<file path="src/rtl/mmrs_pkg.sv">
// Shared types and constants for the row-streamed matrix multiplier.
// Used by the front decoder, the request queue, the back sequencer and the top level.
package mmrs_pkg;

   localparam int MATRIX_SIZE_DEF = 8;
   localparam int ROW_W           = 6;
   localparam int ELEM_W          = 16;
   localparam int PROD_W          = 2 * ELEM_W;
   localparam int SUM_W           = 40;
   localparam int QUEUE_DEPTH     = 2;

   localparam logic OP_LOAD   = 1'b0;
   localparam logic OP_STREAM = 1'b1;

   typedef enum logic {
      KIND_LOAD,
      KIND_STREAM
   } kind_type;

   typedef struct packed {
      kind_type                  kind;
      logic                      last;
      logic [ROW_W-1:0]          row;
      logic [ROW_W-1:0]          col;
      logic signed [ELEM_W-1:0]  value;
   } queue_entry_type;

   typedef struct packed {
      logic full;
      logic empty;
   } queue_status_type;

   typedef enum logic [1:0] {
      ST_IDLE,
      ST_READ,
      ST_MUL,
      ST_ADD
   } back_state_type;

endpackage

</file>
<file path="src/rtl/mmrs_front.sv">
// Front end: decodes each request, drops out-of-range ones, builds queue entries.
// Depends on mmrs_pkg.
module mmrs_front
   import mmrs_pkg::*;
#(
   parameter int MATRIX_SIZE = MATRIX_SIZE_DEF
) (
   input  logic                      req_valid,
   output logic                      req_ready,
   input  logic                      req_operation,
   input  logic [ROW_W-1:0]          req_row_index,
   input  logic [ROW_W-1:0]          req_col_index,
   input  logic signed [ELEM_W-1:0]  req_element_value,
   input  queue_status_type          queue_status,
   output logic                      push,
   output queue_entry_type           push_entry
);

   localparam int CMP_W = ROW_W + 1;

   logic row_ok;
   logic col_ok;
   logic keep;

   assign row_ok    = CMP_W'(req_row_index) < CMP_W'(MATRIX_SIZE);
   assign col_ok    = CMP_W'(req_col_index) < CMP_W'(MATRIX_SIZE);
   assign keep      = (req_operation == OP_STREAM) ? row_ok : (row_ok && col_ok);
   assign req_ready = !queue_status.full;
   assign push      = req_valid && req_ready && keep;

   always_comb begin
      push_entry.kind  = (req_operation == OP_STREAM) ? KIND_STREAM : KIND_LOAD;
      push_entry.last  = (req_row_index == ROW_W'(MATRIX_SIZE - 1));
      push_entry.row   = req_row_index;
      push_entry.col   = req_col_index;
      push_entry.value = req_element_value;
   end

endmodule

</file>
<file path="src/rtl/mmrs_queue.sv">
// Short request queue between the front decoder and the back sequencer.
// Depends on mmrs_pkg.
module mmrs_queue
   import mmrs_pkg::*;
(
   input  logic             clock,
   input  logic             reset,
   input  logic             push,
   input  queue_entry_type  push_entry,
   input  logic             pop,
   output queue_entry_type  head,
   output queue_status_type status
);

   localparam int PTR_W = (QUEUE_DEPTH > 1) ? $clog2(QUEUE_DEPTH) : 1;
   localparam int CNT_W = $clog2(QUEUE_DEPTH + 1);

   queue_entry_type     slot_ff [QUEUE_DEPTH];
   logic [PTR_W-1:0]    wr_ptr_ff, wr_ptr_in;
   logic [PTR_W-1:0]    rd_ptr_ff, rd_ptr_in;
   logic [CNT_W-1:0]    cnt_ff, cnt_in;

   function automatic logic [PTR_W-1:0] next_ptr(input logic [PTR_W-1:0] p);
      return (p == PTR_W'(QUEUE_DEPTH - 1)) ? '0 : p + PTR_W'(1);
   endfunction

   assign status.full  = (cnt_ff == CNT_W'(QUEUE_DEPTH));
   assign status.empty = (cnt_ff == '0);
   assign head         = slot_ff[rd_ptr_ff];

   always_comb begin
      wr_ptr_in = push ? next_ptr(wr_ptr_ff) : wr_ptr_ff;
      rd_ptr_in = pop ? next_ptr(rd_ptr_ff) : rd_ptr_ff;
      cnt_in    = cnt_ff;
      if (push && !pop) begin
         cnt_in = cnt_ff + CNT_W'(1);
      end else if (pop && !push) begin
         cnt_in = cnt_ff - CNT_W'(1);
      end
   end

   always_ff @(posedge clock) begin
      if (reset) begin
         wr_ptr_ff <= '0;
         rd_ptr_ff <= '0;
         cnt_ff    <= '0;
      end else begin
         wr_ptr_ff <= wr_ptr_in;
         rd_ptr_ff <= rd_ptr_in;
         cnt_ff    <= cnt_in;
      end
   end

   always_ff @(posedge clock) begin
      if (push) begin
         slot_ff[wr_ptr_ff] <= push_entry;
      end
   end

endmodule

</file>
<file path="src/rtl/mmrs_back.sv">
// Back end: holds the B store and row accumulators, runs one multiply-accumulate
// per column and drives the result register. Depends on mmrs_pkg.
module mmrs_back
   import mmrs_pkg::*;
#(
   parameter int MATRIX_SIZE = MATRIX_SIZE_DEF
) (
   input  logic                      clock,
   input  logic                      reset,
   input  queue_entry_type           head,
   input  queue_status_type          queue_status,
   output logic                      pop,
   output logic                      rsp_valid,
   input  logic                      rsp_ready,
   output logic [ROW_W-1:0]          rsp_result_column,
   output logic signed [SUM_W-1:0]   rsp_product_value,
   output logic                      rsp_row_done
);

   localparam int DEPTH  = MATRIX_SIZE * MATRIX_SIZE;
   localparam int ADDR_W = (DEPTH > 1) ? $clog2(DEPTH) : 1;
   localparam int COL_W  = (MATRIX_SIZE > 1) ? $clog2(MATRIX_SIZE) : 1;
   localparam logic [ADDR_W-1:0] SIZE_A = ADDR_W'(MATRIX_SIZE);

   back_state_type               state_ff, state_in;
   logic [COL_W-1:0]             col_ff, col_in;
   logic [ADDR_W-1:0]            base_ff, base_in;
   logic signed [ELEM_W-1:0]     value_ff, value_in;
   logic                         last_ff, last_in;

   logic signed [ELEM_W-1:0]     b_mem [DEPTH];
   logic signed [ELEM_W-1:0]     b_rd_ff;
   logic signed [SUM_W-1:0]      acc_mem [MATRIX_SIZE];
   logic signed [SUM_W-1:0]      acc_rd_ff;
   logic                         acc_rd_vld_ff;
   logic [MATRIX_SIZE-1:0]       acc_vld_ff;
   logic signed [PROD_W-1:0]     prod_ff;

   logic                         rsp_valid_ff, rsp_valid_in;
   logic [ROW_W-1:0]             rsp_col_ff;
   logic signed [SUM_W-1:0]      rsp_val_ff;
   logic                         rsp_done_ff;

   logic [ADDR_W-1:0]            head_base;
   logic [ADDR_W-1:0]            head_addr;
   logic [ADDR_W-1:0]            rd_addr;
   logic signed [SUM_W-1:0]      sum;
   logic                         out_free;
   logic                         col_last;
   logic                         b_we, rd_en, mul_en, acc_we, acc_clr, out_load;

   assign head_base = ADDR_W'(head.row) * SIZE_A;
   assign head_addr = head_base + ADDR_W'(head.col);
   assign rd_addr   = base_ff + ADDR_W'(col_ff);
   assign sum       = (acc_rd_vld_ff ? acc_rd_ff : '0) + SUM_W'(prod_ff);
   assign out_free  = !rsp_valid_ff || rsp_ready;
   assign col_last  = (col_ff == COL_W'(MATRIX_SIZE - 1));

   always_comb begin
      state_in = state_ff;
      col_in   = col_ff;
      base_in  = base_ff;
      value_in = value_ff;
      last_in  = last_ff;
      pop      = 1'b0;
      b_we     = 1'b0;
      rd_en    = 1'b0;
      mul_en   = 1'b0;
      acc_we   = 1'b0;
      acc_clr  = 1'b0;
      out_load = 1'b0;
      unique case (state_ff)
         ST_IDLE: begin
            if (!queue_status.empty) begin
               pop = 1'b1;
               if (head.kind == KIND_LOAD) begin
                  b_we = 1'b1;
               end else begin
                  col_in   = '0;
                  base_in  = head_base;
                  value_in = head.value;
                  last_in  = head.last;
                  state_in = ST_READ;
               end
            end
         end
         ST_READ: begin
            rd_en    = 1'b1;
            state_in = ST_MUL;
         end
         ST_MUL: begin
            mul_en   = 1'b1;
            state_in = ST_ADD;
         end
         ST_ADD: begin
            if (!last_ff || out_free) begin
               if (last_ff) begin
                  out_load = 1'b1;
                  acc_clr  = 1'b1;
               end else begin
                  acc_we = 1'b1;
               end
               if (col_last) begin
                  state_in = ST_IDLE;
               end else begin
                  col_in   = col_ff + COL_W'(1);
                  state_in = ST_READ;
               end
            end
         end
         default: begin
            state_in = ST_IDLE;
         end
      endcase
   end

   always_ff @(posedge clock) begin
      if (reset) begin
         state_ff     <= ST_IDLE;
         acc_vld_ff   <= '0;
         rsp_valid_ff <= 1'b0;
      end else begin
         state_ff     <= state_in;
         rsp_valid_ff <= rsp_valid_in;
         if (acc_we) begin
            acc_vld_ff[col_ff] <= 1'b1;
         end else if (acc_clr) begin
            acc_vld_ff[col_ff] <= 1'b0;
         end
      end
   end

   always_comb begin
      rsp_valid_in = rsp_valid_ff;
      if (out_load) begin
         rsp_valid_in = 1'b1;
      end else if (rsp_ready) begin
         rsp_valid_in = 1'b0;
      end
   end

   always_ff @(posedge clock) begin
      col_ff   <= col_in;
      base_ff  <= base_in;
      value_ff <= value_in;
      last_ff  <= last_in;
      if (mul_en) begin
         prod_ff <= value_ff * b_rd_ff;
      end
      if (out_load) begin
         rsp_col_ff  <= ROW_W'(col_ff);
         rsp_val_ff  <= sum;
         rsp_done_ff <= col_last;
      end
   end

   always_ff @(posedge clock) begin
      if (b_we) begin
         b_mem[head_addr] <= head.value;
      end
      if (rd_en) begin
         b_rd_ff <= b_mem[rd_addr];
      end
   end

   always_ff @(posedge clock) begin
      if (acc_we) begin
         acc_mem[col_ff] <= sum;
      end
      if (rd_en) begin
         acc_rd_ff     <= acc_mem[col_ff];
         acc_rd_vld_ff <= acc_vld_ff[col_ff];
      end
   end

   assign rsp_valid         = rsp_valid_ff;
   assign rsp_result_column = rsp_col_ff;
   assign rsp_product_value = rsp_val_ff;
   assign rsp_row_done      = rsp_done_ff;

endmodule

</file>
<file path="src/rtl/matrix_multiply_row_stream_core.sv">
// Top level of the row-streamed matrix multiplier, C = A x B.
// Instantiates mmrs_front, mmrs_queue and mmrs_back; depends on mmrs_pkg.
//
//   channel | ports                                               | dir
//   req     | valid ready operation row_index col_index element_value | in
//   rsp     | valid ready result_column product_value row_done     | out
//
// A B load is written to the store straight from the idle state; an A element
// steps through store read, multiply and accumulate for each column in turn,
// in the single shared multiply-accumulate loop.
// Reset clears the queue, the sequencer and the accumulator valid bits; the B
// store is not cleared. A full result register stalls the accumulate step on
// the last element of a row; requests keep entering while the queue has room.
module matrix_multiply_row_stream_core
   import mmrs_pkg::*;
#(
   parameter int MATRIX_SIZE = MATRIX_SIZE_DEF
) (
   input  logic                      clock,
   input  logic                      reset,
   input  logic                      req_valid,
   output logic                      req_ready,
   input  logic                      req_operation,
   input  logic [ROW_W-1:0]          req_row_index,
   input  logic [ROW_W-1:0]          req_col_index,
   input  logic signed [ELEM_W-1:0]  req_element_value,
   output logic                      rsp_valid,
   input  logic                      rsp_ready,
   output logic [ROW_W-1:0]          rsp_result_column,
   output logic signed [SUM_W-1:0]   rsp_product_value,
   output logic                      rsp_row_done
);

   queue_status_type  queue_status;
   queue_entry_type   push_entry;
   queue_entry_type   head;
   logic              push;
   logic              pop;

   mmrs_front #(
      .MATRIX_SIZE(MATRIX_SIZE)
   ) u_front (
      .req_valid         (req_valid),
      .req_ready         (req_ready),
      .req_operation     (req_operation),
      .req_row_index     (req_row_index),
      .req_col_index     (req_col_index),
      .req_element_value (req_element_value),
      .queue_status      (queue_status),
      .push              (push),
      .push_entry        (push_entry)
   );

   mmrs_queue u_queue (
      .clock      (clock),
      .reset      (reset),
      .push       (push),
      .push_entry (push_entry),
      .pop        (pop),
      .head       (head),
      .status     (queue_status)
   );

   mmrs_back #(
      .MATRIX_SIZE(MATRIX_SIZE)
   ) u_back (
      .clock             (clock),
      .reset             (reset),
      .head              (head),
      .queue_status      (queue_status),
      .pop               (pop),
      .rsp_valid         (rsp_valid),
      .rsp_ready         (rsp_ready),
      .rsp_result_column (rsp_result_column),
      .rsp_product_value (rsp_product_value),
      .rsp_row_done      (rsp_row_done)
   );

`ifndef SYNTHESIS
   a_done_on_last_column: assert property (@(posedge clock) disable iff (reset)
      (rsp_valid && rsp_row_done) |-> (rsp_result_column == ROW_W'(MATRIX_SIZE - 1)))
      else $error("row_done on a column other than the last");

   a_no_push_when_full: assert property (@(posedge clock) disable iff (reset)
      push |-> !queue_status.full)
      else $error("queue overflow");

   a_no_pop_when_empty: assert property (@(posedge clock) disable iff (reset)
      pop |-> !queue_status.empty)
      else $error("queue underflow");
`endif

endmodule

</file>
<file path="config.mk">
export PLATFORM = sky130hd
export DESIGN_NAME = matrix_multiply_row_stream_core
export DESIGN_NICKNAME = d
export VERILOG_FILES = /design/src/rtl/mmrs_pkg.sv /design/src/rtl/mmrs_front.sv /design/src/rtl/mmrs_queue.sv /design/src/rtl/mmrs_back.sv /design/src/rtl/matrix_multiply_row_stream_core.sv
export SDC_FILE = /design/constraint.sdc
export NUM_CORES = 2
export LEC_CHECK = 0
export ABC_AREA = 1
export CORE_MARGIN = 4
export CORE_UTILIZATION = 31
export DETAILED_ROUTE_END_ITERATION = 10
export DONT_BUFFER_PORTS = 1
export SETUP_SLACK_MARGIN = 0.05
export SYNTH_ARGS = -nofsm -noshare
export SYNTH_HDL_FRONTEND = slang
export SYNTH_SLANG_ARGS = --single-unit
export TNS_END_PERCENT = 50
</file>
<file path="constraint.sdc">
create_clock -name clock -period 8.7 [get_ports clock]
set_clock_uncertainty 0.15 [all_clocks]
set_input_delay 0.87 -clock clock [delete_from_list [all_inputs] [get_ports clock]]
set_output_delay 0.87 -clock clock [all_outputs]
set_load 0.01 [all_outputs]
</file>
==> run_results.csv <==
group,metric,value,unit
yosys,synthTopCellsByArea,"edfxtp_1 61%, nand2_1 12%, fa_1 6.9%",
finish,fill_cells,24200,
timing,min_period,6.22,ns
worst_hold_path,holdCritStartpoint,"reset",
clock_tree,clock_path_buffers,3,
worst_setup_path,reg2reg_depth,19,
yosys,avgSynthCellArea,10.6,sq um
worst_setup_path,endpoint_kind,"register",
finish,final_cell_area,0.0852,sq mm
worst_setup_path,required,9.08,ns
clock_tree,insertion_delay,0.81,ns
clock_tree,cts.sinks,1570,
placed_design,dp_hpwl,131000,um
clock_tree,cts_setup_buffers,0,
global_route,gr-usage-all-layers,16.6,%
timing,setup_tns,0,ns
finish,multi_input_area,0.0246,sq mm
placed_design,gp_congestion,0.894,
worst_setup_path,r2r_end,"u_back.prod_ff[31]$_DFFE_PN_",
floorplanning,start_util,31.1,%
yosys,synth_top_area_share,60.9,%
clock_tree,cts_root_buf,"clkbuf_16",
timing,period_share,71.5,%
yosys,synth_warnings,0,
timing,finalHoldViolations,0,
global_route,grt_max_degree,163,
worst_setup_path,cp-start-kind,"register",
timing,finalWorstSetupSlack,2.48,ns
yosys,synthCells,7202,
clock_tree,cts_buffers,160,
timing,setup_viol,0,
floorplanning,io_pins,82,
global_route,antenna_found_initial,5,
clock_tree,htree_levels,4,
yosys,seq_area_frac_synth,61.3,%
yosys,ys_ff_latch,1570,
worst_hold_path,hp-class,"input pin to register",
clock_tree,clk_pin_slew,0.06,ns
yosys,synth_edf_count,1554,
placed_design,port_buffers,0,
yosys,synthFlopType,"edfxtp_1",
finish,drive_gt1_share,5.84,%
yosys,yosys.cell_types.count,47,
yosys,netlist_area,0.0766,sq mm
timing,worst_slew_pin_slew,1.28,ns
yosys,synth_async_sr_flop_share,0,%
timing,rsz0062_at_grt,"no",
worst_setup_path,cp-startpoint,"u_back.b_rd_ff[4]$_DFFE_PN_",
routing,routed_wl,218000,um
floorplanning,dieArea,0.255,sq mm
worst_hold_path,whs_endpoint,"u_queue.cnt_ff[1]$_SDFFE_PP0P_",
placed_design,place_ws,2.45,ns
routing,avgViaCountPerCell,4.88,
worst_setup_path,r2r_slack,2.48,ns
timing,slew_viol_final,0,
worst_setup_path,r2r-start,"u_back.b_rd_ff[4]$_DFFE_PN_",
global_route,grt_pass1_wl,325000,um
floorplanning,die_h,505,um
placed_design,dpl_cell_area,0.0800,sq mm
finish,seq_area,0.0470,sq mm
floorplanning,die_w,505,um
worst_setup_path,path_max_fanout,16,
routing,vias,51400,
yosys,yosysTopAreaCell,"edfxtp_1",
worst_setup_path,crit_arrival,6.60,ns
routing,drt-pass1-iter-count,6,
routing,route.detailed.drc,0,
worst_hold_path,holdPathStages,2,
timing,relSlewSlack,14.2,%
finish,diodes,0,
worst_setup_path,crit_type,"register to register",
global_route,grt_pass1_vias,50100,
global_route,grt_remaining_overflow,0,
routing,wl_per_cell,20.7,um
finish,final_util,34.7,%
finish,nNetsFinal,7609,
routing,dr.first_iter.drc_count,4919,
timing,fmax,0.161,GHz
floorplanning,row_count,182,
clock_tree,cts_resized,0,
routing,ant_nets,0,
clock_tree,cts_tree,"yes",
run,maxCapViolations,0,
finish,area_delta_synth_final,11.3,%
floorplanning,core,0.246,sq mm
outcome,status,"finished, final reports clean",
[cell type report]
cell class / instances / share of cell area [%]
tap: 3220 / 4.73
sequential: 1570 / 55.1
inverter: 866 / 3.85
multi-input combinational: 4426 / 28.9
clock buffer: 203 / 5.01
clock inverter: 83 / 0.832
timing repair buffer: 159 / 1.58
[cell usage after synthesis, drive strengths merged, types with 2 or more instances]
cell type	instances
nor3	14
o21ai	57
dfxtp	16
nor3b	4
ha	129
a221oi	24
nor2	435
xnor2	9
or2	13
fa	264
a21o	2
o21a	4
xor2	35
nand3	377
a22oi	53
o211ai	2
a21oi	107
clkbuf	93
o21bai	10
nand3b	8
a22o	17
nand4	314
inv	866
nand2	2542
buf	249
edfxtp	1554
[cell usage in the layout, fill, tap and decap left out, drive strengths merged]
master       count
a21o             2
a21oi          107
a221oi          24
a22o            17
a22oi           53
and2             1
and3             1
buf            132
bufinv           9
clkbuf         203
clkinv          64
clkinvlp         2
conb             3
dfxtp           16
dlygate4sd3     27
edfxtp        1554
fa             264
ha             129
inv            874
nand2         2542
nand3          377
nand3b           8
nand4          314
nor2           435
nor3            14
nor3b            4
o211ai           2
o21a             4
o21ai           57
o21bai          10
o221ai           1
or2             13
xnor2            9
xor2            35
[registers in the layout, indices dropped and copies added (netlist names), named ones only]
name	cells
u_back.b_mem	1024
u_back.rsp_result_column	3
u_back.rsp_product_value	40
u_back.rsp_row_done	1
u_queue.wr_ptr_ff	1
u_back.rsp_valid	1
u_back.base_ff	3
u_back.value_ff	16
u_queue.cnt_ff	2
u_back.acc_rd_vld_ff	1
u_back.state_ff	2
u_back.last_ff	1
u_back.b_rd_ff	16
u_queue.slot_ff	54
u_back.acc_mem	320
u_back.col_ff	3
u_back.prod_ff	32
u_queue.rd_ptr_ff	1
u_back.acc_rd_ff	40
[critical path, stage by stage (launching register included)]
cell	delay, ns
edfxtp_1	0.72
nand2_1	0.21
fa_1	0.62
inv_1	0.07
fa_1	0.77
fa_1	0.52
fa_1	0.51
fa_1	0.49
inv_1	0.05
fa_1	0.47
inv_1	0.04
ha_1	0.34
a21oi_1	0.23
inv_1	0.06
a21oi_1	0.26
nand2_1	0.11
a21oi_1	0.14
nand2_1	0.08
nand3_1	0.07
nand2_1	0.06
[repair_timing]
item                                    CTS  global route
endpoints found under the hold margin    66             0
hold buffers                             27             0
endpoints found under the setup margin    0             0
[kinds of logic after synthesis]
family                   synth area share (%)
flip-flops                               61.3
buffers and inverters                    6.73
XOR/XNOR                                0.537
AO/OA/AOI/OAI                            2.32
adder cells (fa/ha/maj)                  9.01
other                                 0.00490
AND/OR/NAND/NOR                          20.1
[routing by layer]
| metal | GRT usage (%) | routed length (um) |
|---|---|---|
| met5 | 0 | 9 |
| met1 | 23.2 | 95000 |
| met2 | 26.5 | 100000 |
| met3 | 3.20 | 17500 |
| met4 | 4.56 | 5710 |
[through the flow]
step                hold slack (ns)  cells
global placement              0.300  10200
CTS                          0.0332  10500
global route                 0.0722  10500
detailed placement            0.311  10200
finish                       0.0986  10500
floorplan                     0.301   7204
[worst max path at each step]
stage                                    to  cells after the start
6_report       u_back.prod_ff[31]$_DFFE_PN_                     19
5_1_grt        u_back.prod_ff[31]$_DFFE_PN_                     19
4_1_cts        u_back.prod_ff[31]$_DFFE_PN_                     19
3_5_place_dp   u_back.prod_ff[31]$_DFFE_PN_                     19
3_3_place_gp   u_back.prod_ff[31]$_DFFE_PN_                     19
2_1_floorplan  u_back.prod_ff[31]$_DFFE_PN_                     20
Power is not shown: default switching activity piles up to over one toggle a cycle in this logic, so the estimate is an artifact.
